--- config.mk ---
export PLATFORM = sky130hd
export DESIGN_NAME = write_range_adjacency_tracker
export DESIGN_NICKNAME = d
export VERILOG_FILES = /design/src/hdl/wrat_pkg.sv /design/src/hdl/wrat_slot_mem.sv /design/src/hdl/wrat_pair_buf.sv /design/src/hdl/write_range_adjacency_tracker.sv
export SDC_FILE = /design/constraint.sdc
export NUM_CORES = 1
export LEC_CHECK = 0
export ABC_CLOCK_PERIOD_IN_PS = 20900
export BUFFER_PORTS_ARGS = -buffer_cell sky130_fd_sc_hd__buf_4
export CAP_MARGIN = 30
export CORE_UTILIZATION = 43
export CTS_CLUSTER_DIAMETER = 50
export CTS_CLUSTER_SIZE = 10
export DETAILED_ROUTE_END_ITERATION = 10
export MAX_ROUTING_LAYER = met4
export PLACE_DENSITY_LB_ADDON = 0.12
export REMOVE_ABC_BUFFERS = 1
export SETUP_SLACK_MARGIN = 0.1
export SYNTH_ARGS = -nofsm -noshare
export SYNTH_HDL_FRONTEND = slang
export SYNTH_SLANG_ARGS = --single-unit
--- constraint.sdc ---
create_clock -name clk_i -period 20.9 [get_ports clk_i]
set_clock_uncertainty 0.05 [all_clocks]
set_input_delay 2.09 -clock clk_i [delete_from_list [all_inputs] [get_ports clk_i]]
set_output_delay 2.09 -clock clk_i [all_outputs]
set_load 0.05 [all_outputs]
--- src/hdl/wrat_pkg.sv ---
// ----------------------------------------------------------------------------
// wrat_pkg
// shared widths and types of the write range adjacency tracker
// ----------------------------------------------------------------------------
`default_nettype none

package wrat_pkg;

  localparam int HistDepth = 5;
  localparam int AddrBits  = 32;
  localparam int PointBits = 64;
  localparam int SizeBits  = 8;
  localparam int IdxBits   = (HistDepth > 1) ? $clog2(HistDepth) : 1;
  localparam int CntBits   = $clog2(HistDepth + 1);

  typedef logic [PointBits-1:0] point_t;
  typedef logic [AddrBits-1:0]  addr_t;
  typedef logic [SizeBits-1:0]  size_t;
  typedef logic [IdxBits-1:0]   idx_t;

  // one history entry
  typedef struct packed {
    point_t pt;
    addr_t  start;
    addr_t  stop;
  } slot_t;

  // sequencer to pair buffer
  typedef struct packed {
    logic   push;
    logic   flush;
    point_t first;
    point_t second;
  } pair_req_t;

endpackage

`default_nettype wire

--- src/hdl/wrat_slot_mem.sv ---
// ----------------------------------------------------------------------------
// wrat_slot_mem
// history ring storage: one write and one registered read port per cycle
// ----------------------------------------------------------------------------
`default_nettype none

module wrat_slot_mem (
  input  logic           clk_i,
  input  logic           rst_ni,
  input  logic           rd_en_i,
  input  wrat_pkg::idx_t  rd_idx_i,
  output wrat_pkg::slot_t rd_data_o,
  input  logic           wr_en_i,
  input  wrat_pkg::idx_t  wr_idx_i,
  input  wrat_pkg::slot_t wr_data_i
);
  import wrat_pkg::*;

  slot_t                mem [HistDepth];
  logic [HistDepth-1:0] vld_q;
  slot_t                rd_raw_q;
  logic                 rd_vld_q;

  always_ff @(posedge clk_i) begin
    if (wr_en_i) begin
      mem[wr_idx_i] <= wr_data_i;
    end
    if (rd_en_i) begin
      rd_raw_q <= mem[rd_idx_i];
    end
  end

  // entries never written read as zero
  always_ff @(posedge clk_i or negedge rst_ni) begin
    if (!rst_ni) begin
      vld_q    <= '0;
      rd_vld_q <= 1'b0;
    end else begin
      if (wr_en_i) begin
        vld_q[wr_idx_i] <= 1'b1;
      end
      if (rd_en_i) begin
        rd_vld_q <= vld_q[rd_idx_i];
      end
    end
  end

  assign rd_data_o = rd_vld_q ? rd_raw_q : '0;

endmodule

`default_nettype wire

--- src/hdl/wrat_pair_buf.sv ---
// ----------------------------------------------------------------------------
// wrat_pair_buf
// holds one pending pair until the next is known, then the output register
// ----------------------------------------------------------------------------
`default_nettype none

module wrat_pair_buf (
  input  logic               clk_i,
  input  logic               rst_ni,
  input  wrat_pkg::pair_req_t req_i,
  output logic               ready_o,
  output logic               out_valid_o,
  input  logic               out_stall_i,
  output wrat_pkg::point_t    first_point_o,
  output wrat_pkg::point_t    second_point_o,
  output logic               last_pair_o
);
  import wrat_pkg::*;

  logic   pend_vld_q;
  point_t pend_first_q;
  point_t pend_second_q;
  logic   out_vld_q;
  logic   out_last_q;
  point_t out_first_q;
  point_t out_second_q;
  logic   do_push;
  logic   do_flush;

  // a pending pair can only move on when the output register frees up
  assign ready_o  = !pend_vld_q || !out_vld_q || !out_stall_i;
  assign do_push  = ready_o && req_i.push;
  assign do_flush = ready_o && req_i.flush && pend_vld_q;

  always_ff @(posedge clk_i or negedge rst_ni) begin
    if (!rst_ni) begin
      pend_vld_q <= 1'b0;
      out_vld_q  <= 1'b0;
    end else begin
      // a reload wins over the drain of the current pair
      if ((do_push && pend_vld_q) || do_flush) begin
        out_vld_q <= 1'b1;
      end else if (out_vld_q && !out_stall_i) begin
        out_vld_q <= 1'b0;
      end
      if (do_push) begin
        pend_vld_q <= 1'b1;
      end else if (do_flush) begin
        pend_vld_q <= 1'b0;
      end
    end
  end

  always_ff @(posedge clk_i) begin
    if (do_push) begin
      pend_first_q  <= req_i.first;
      pend_second_q <= req_i.second;
    end
    if ((do_push && pend_vld_q) || do_flush) begin
      out_first_q  <= pend_first_q;
      out_second_q <= pend_second_q;
      out_last_q   <= do_flush;
    end
  end

  assign out_valid_o    = out_vld_q;
  assign first_point_o  = out_first_q;
  assign second_point_o = out_second_q;
  assign last_pair_o    = out_last_q;

endmodule

`default_nettype wire

--- src/hdl/write_range_adjacency_tracker.sv ---
// ----------------------------------------------------------------------------
// write_range_adjacency_tracker
// finds program points whose memory writes lie back to back in memory
// ----------------------------------------------------------------------------
// Each accepted write (program point, address, size) is checked against a
// ring of the five most recent write ranges. Slots are visited in index order
// and every slot of another program point whose range ends where the write
// starts gives the pair (slot point, write point); failing that, a slot whose
// range starts where the write ends gives (write point, slot point). Pairs
// leave one per transfer, last_pair_o marking the final one of a write; a
// write with no adjacency gives no transfer at all. The newest slot is then
// extended or replaced (same point) or the ring advances (new point).
// Addresses wrap at 2^32. The ring sits in a small memory with a registered
// read; the sequencer reads one slot per cycle while no found pair waits on
// the pair buffer, so a write takes longer while output stall holds back a
// finished pair. Only one write is in flight: the input stall stays high
// from the cycle after a transfer until its write-back.
// After reset every slot reads as point 0 with range [0,0) and takes part in
// matching; no clearing pass is needed.
// ----------------------------------------------------------------------------
`default_nettype none

module write_range_adjacency_tracker (
  input  logic              clk_i,
  input  logic              rst_ni,
  input  logic              in_valid_i,
  output logic              in_stall_o,
  input  wrat_pkg::point_t   program_point_i,
  input  wrat_pkg::addr_t    write_address_i,
  input  wrat_pkg::size_t    write_size_i,
  output logic              out_valid_o,
  input  logic              out_stall_i,
  output wrat_pkg::point_t   first_point_o,
  output wrat_pkg::point_t   second_point_o,
  output logic              last_pair_o
);
  import wrat_pkg::*;

  typedef enum logic [1:0] {
    ST_IDLE,
    ST_SCAN,
    ST_FIN
  } state_e;

  state_e               state_q;
  logic [CntBits-1:0]   rd_idx_q;   // next slot to read, runs up to HistDepth
  idx_t                 cmp_idx_q;  // slot whose read data is on the port
  logic                 cmp_vld_q;
  idx_t                 newest_q;

  // the write under work
  point_t pt_q;
  addr_t  lo_q;
  addr_t  hi_q;
  slot_t  cur_q;                    // copy of the newest slot, caught during scan

  logic      in_xfer;
  slot_t     rd_data;
  logic      rd_en;
  logic      more_reads;
  logic      hit_end;
  logic      hit_start;
  logic      match;
  logic      advance;
  logic      buf_ready;
  pair_req_t req;
  logic      wr_en;
  idx_t      wr_idx;
  slot_t     wr_data;

  assign in_stall_o = (state_q != ST_IDLE);
  assign in_xfer    = in_valid_i && !in_stall_o;

  // ---- slot compare on the registered read data ----
  assign hit_end   = (lo_q == rd_data.stop);
  assign hit_start = (hi_q == rd_data.start);
  assign match     = (state_q == ST_SCAN) && cmp_vld_q && (rd_data.pt != pt_q)
                     && (hit_end || hit_start);

  // a found pair waits while the pending slot cannot drain
  assign advance    = !match || buf_ready;
  assign more_reads = (rd_idx_q < CntBits'(HistDepth));
  assign rd_en      = (state_q == ST_SCAN) && advance && more_reads;

  always_comb begin
    req        = '0;
    req.push   = match;
    req.flush  = (state_q == ST_FIN);
    // end test wins when both hold
    req.first  = hit_end ? rd_data.pt : pt_q;
    req.second = hit_end ? pt_q : rd_data.pt;
  end

  // ---- write-back of the newest slot ----
  always_comb begin
    wr_en   = (state_q == ST_FIN) && buf_ready;
    wr_idx  = newest_q;
    wr_data = cur_q;
    if (cur_q.pt == pt_q) begin
      if (cur_q.start == hi_q) begin
        // grows downward
        wr_data.start = lo_q;
      end else if (cur_q.stop == lo_q) begin
        // grows upward
        wr_data.stop = hi_q;
      end else begin
        wr_data.start = lo_q;
        wr_data.stop  = hi_q;
      end
    end else begin
      wr_idx        = (newest_q == idx_t'(HistDepth - 1)) ? '0 : newest_q + 1'b1;
      wr_data.pt    = pt_q;
      wr_data.start = lo_q;
      wr_data.stop  = hi_q;
    end
  end

  // ---- sequencer ----
  always_ff @(posedge clk_i or negedge rst_ni) begin
    if (!rst_ni) begin
      state_q   <= ST_IDLE;
      rd_idx_q  <= '0;
      cmp_idx_q <= '0;
      cmp_vld_q <= 1'b0;
      newest_q  <= '0;
    end else begin
      case (state_q)
        ST_IDLE: begin
          if (in_xfer) begin
            rd_idx_q  <= '0;
            cmp_vld_q <= 1'b0;
            state_q   <= ST_SCAN;
          end
        end
        ST_SCAN: begin
          if (advance) begin
            if (more_reads) begin
              cmp_vld_q <= 1'b1;
              cmp_idx_q <= rd_idx_q[IdxBits-1:0];
              rd_idx_q  <= rd_idx_q + 1'b1;
            end else begin
              cmp_vld_q <= 1'b0;
              state_q   <= ST_FIN;
            end
          end
        end
        ST_FIN: begin
          // last pending pair goes out tagged as final
          if (buf_ready) begin
            newest_q <= wr_idx;
            state_q  <= ST_IDLE;
          end
        end
        default: begin
          state_q <= ST_IDLE;
        end
      endcase
    end
  end

  // ---- payload of the write under work ----
  always_ff @(posedge clk_i) begin
    if (in_xfer) begin
      pt_q <= program_point_i;
      lo_q <= write_address_i;
      hi_q <= write_address_i + AddrBits'(write_size_i);
    end
    if ((state_q == ST_SCAN) && advance && cmp_vld_q && (cmp_idx_q == newest_q)) begin
      cur_q <= rd_data;
    end
  end

  wrat_slot_mem u_mem (
    .clk_i     (clk_i),
    .rst_ni    (rst_ni),
    .rd_en_i   (rd_en),
    .rd_idx_i  (rd_idx_q[IdxBits-1:0]),
    .rd_data_o (rd_data),
    .wr_en_i   (wr_en),
    .wr_idx_i  (wr_idx),
    .wr_data_i (wr_data)
  );

  wrat_pair_buf u_buf (
    .clk_i          (clk_i),
    .rst_ni         (rst_ni),
    .req_i          (req),
    .ready_o        (buf_ready),
    .out_valid_o    (out_valid_o),
    .out_stall_i    (out_stall_i),
    .first_point_o  (first_point_o),
    .second_point_o (second_point_o),
    .last_pair_o    (last_pair_o)
  );

endmodule

`default_nettype wire

==> impl_metrics.env <==
export IMPL_cts_root_buf="clkbuf_16"
export IMPL_cts_sinks=1301
export IMPL_drive_above_1_share_pct=29.4
export IMPL_final_util_pct=50.0
export IMPL_cts_inserted_buffers=156
export IMPL_ant_nets=0
export IMPL_post_cts_buffers=0
export IMPL_syn_inst=2931
export IMPL_vias=27028
export IMPL_hp_class="reg2reg"
export IMPL_worstMarginPinSlew_ps=1000
export IMPL_ir_drop_v=0.0000976
export IMPL_min_period_ps=6630
export IMPL_worstPathArrival_ps=6960
export IMPL_ys_flop_type="edfxtp_1"
export IMPL_clk_path_buf_depth=3
export IMPL_ys_warnings_count=0
export IMPL_cts_tree="yes"
export IMPL_yosys_area_top_type="edfxtp_1"
export IMPL_maxCapViolCount=0
export IMPL_setup_viol=0
export IMPL_holdBufCountCts=0
export IMPL_gp_congestion=0.857
export IMPL_final_common_cell="edfxtp_1"
export IMPL_dp_cells=4647
export IMPL_yosys_top_cells_area="edfxtp_1 (73%), mux2_2 (6.8%), mux4_2 (5.5%)"
export IMPL_start_util_pct=43.3
export IMPL_synthesis_area_um2=52700
export IMPL_final_nets=3302
export IMPL_area_growth_pct=15.3
export IMPL_finalSetupTns_ps=0
export IMPL_ys_ff_latch=1301
export IMPL_fp_dieW_um=352
export IMPL_power_density_nw_per_um2=124
export IMPL_drc=0
export IMPL_finalCritPeriodShare_pct=31.7
export IMPL_wl_per_cell_um=26.2
export IMPL_clock_latency_ps=780
export IMPL_critPathKind="reg2reg"
export IMPL_cellLeakagePower_nw=19.9
export IMPL_grt_usage_pct=21.3
export IMPL_rsz0062_at_grt="no"
export IMPL_port_buffers=238
export IMPL_drt_iter0_drc=2226
export IMPL_critPathCaptureType="register"
export IMPL_ioPinCount=239
export IMPL_grt_max_degree=124
export IMPL_die_h_um=352
export IMPL_path_max_fanout=72
export IMPL_worst_ep_required_time_ps=21230
export IMPL_synth_edf_count=1281
export IMPL_clock_fmax_mhz=151
export IMPL_hold_viol=0
export IMPL_synthArstFlopShare_pct=1.54
export IMPL_antennaDiodeCount=0
export IMPL_stdcell_count=4869
export IMPL_drt_pass1_iter_count=7
export IMPL_place_ws_ps=14310
export IMPL_outcome="complete, no violations"
export IMPL_wl_um=128000
export IMPL_maxSlewHeadroom_pct=33.3
export IMPL_ys_seq_area_share_pct=73.9
export IMPL_r2r_slack_ps=14270
export IMPL_synth_area_per_cell_um2=18.0
export IMPL_post_dp_hpwl_um=78900
export IMPL_layout_common_cells="edfxtp_1 (1,281), mux2_2 (317), buf_4 (279)"
export IMPL_setup_slack_ps=14270
export IMPL_yosysTopAreaCellShare_pct=72.9
export IMPL_fp_coreArea_um2=122000
export IMPL_overflow=0
export IMPL_drv_slew=0
export IMPL_grt_pass1_wl_um=188000
export IMPL_cts_htree_levels=4
export IMPL_antenna_found_initial=3
export IMPL_start_kind="register"
export IMPL_cts_resized=0
export IMPL_rows=128
export IMPL_grt_pass1_vias=28179
export IMPL_viasPerCell=5.55
export IMPL_clk_pin_slew_ps=50
export IMPL_synthDistinctLibCells=61
export IMPL_design_die_area_um2=124000
## worst paths after layout
check	from	end	cells past startpoint
min reg2reg	u_buf.pend_first_q[21]	u_buf.first_point_o[21]	0
max in group asynchronous	rst_ni	u_mem.rd_vld_q	1
min in group asynchronous	rst_ni	u_buf.out_valid_o	1
min	u_buf.pend_first_q[21]	u_buf.first_point_o[21]	0
max	u_mem.rd_vld_q	u_buf.second_point_o[56]	10
max reg2reg	u_mem.rd_vld_q	u_buf.second_point_o[56]	10
## power by group
part	switching [W]	internal, W	leakage (nW)
clock network	0.00100	0.00140	2.17
logic	0.000792	0.000642	5.71
registers	0.000366	0.00335	12.0
total	0.00216	0.00540	19.9
## state kept, by name, summed over array words and instances, names as in the netlist, 5 cells and up
name,cells
u_buf.pend_second_q,64
u_mem.rd_raw_q,128
cur_q,128
u_buf.second_point_o,64
u_buf.pend_first_q,64
u_buf.first_point_o,64
lo_q,32
u_mem.vld_q,5
u_mem.mem,640
pt_q,64
hi_q,32
## kinds of logic (layout without fill, tap and decap cells)
family	count (synthesis)	in the layout	share of synthesized area, %
buffers and inverters	224	537	1.72
flip-flops	1301	1301	73.9
adder cells (fa/ha/maj)	12	12	0.299
AND/OR/NAND/NOR	496	496	5.41
XOR/XNOR	222	222	3.69
multiplexers	448	448	12.3
AO/OA/AOI/OAI	228	228	2.67
## routing by layer
metal,wire length [um],GRT usage [%],vias up
li1,-,-,11909
met1,53300,26.4,14177
met5,0,-,-
met3,5200,3.00,203
met2,66100,36.2,739
met4,3150,6.30,0
## synth_stat cells, drive strengths merged, types with 28 or more instances
cell type  count
nand3         42
nand2         48
and2         125
mux2         318
nand4b        44
o22ai         47
buf           43
xor2         120
nor2          97
mux4         129
inv           30
xnor2        102
clkbuf       151
edfxtp      1281
a21oi         37
nor4          32
nand4         47
a22oi         28
o21ai         81
## critical path, stage by stage (launching register included)
cell	delay, ps
dfrtp_4	710
buf_4	620
buf_4	640
a22oi_1	160
nor4_1	870
and3_4	500
o22ai_2	270
nor3_4	520
o21a_4	410
buf_4	510
buf_4	700
## area by class of cell
| type | count | area [um2] |
|---|---|---|
| fill | 10042 | 60900 |
| clock inverter | 38 | 349 |
| tap | 1625 | 2030 |
| multi-input combinational | 1406 | 13000 |
| sequential | 1301 | 39000 |
| timing repair buffer | 287 | 2280 |
| clock buffer | 182 | 4090 |
| inverter | 30 | 118 |
## through the flow
step | hold WS, ps | power [W] | instance area, um2
detailed placement | 355 | 0.00521 | 56300
global route | 368 | 0.00786 | 60800
floorplan | 350 | 0.00477 | 51900
CTS | 358 | 0.00764 | 60700
finish | 358 | 0.00756 | 60800
global placement | 351 | 0.00518 | 56200
Note: power is estimated with default switching activity, not from simulation.
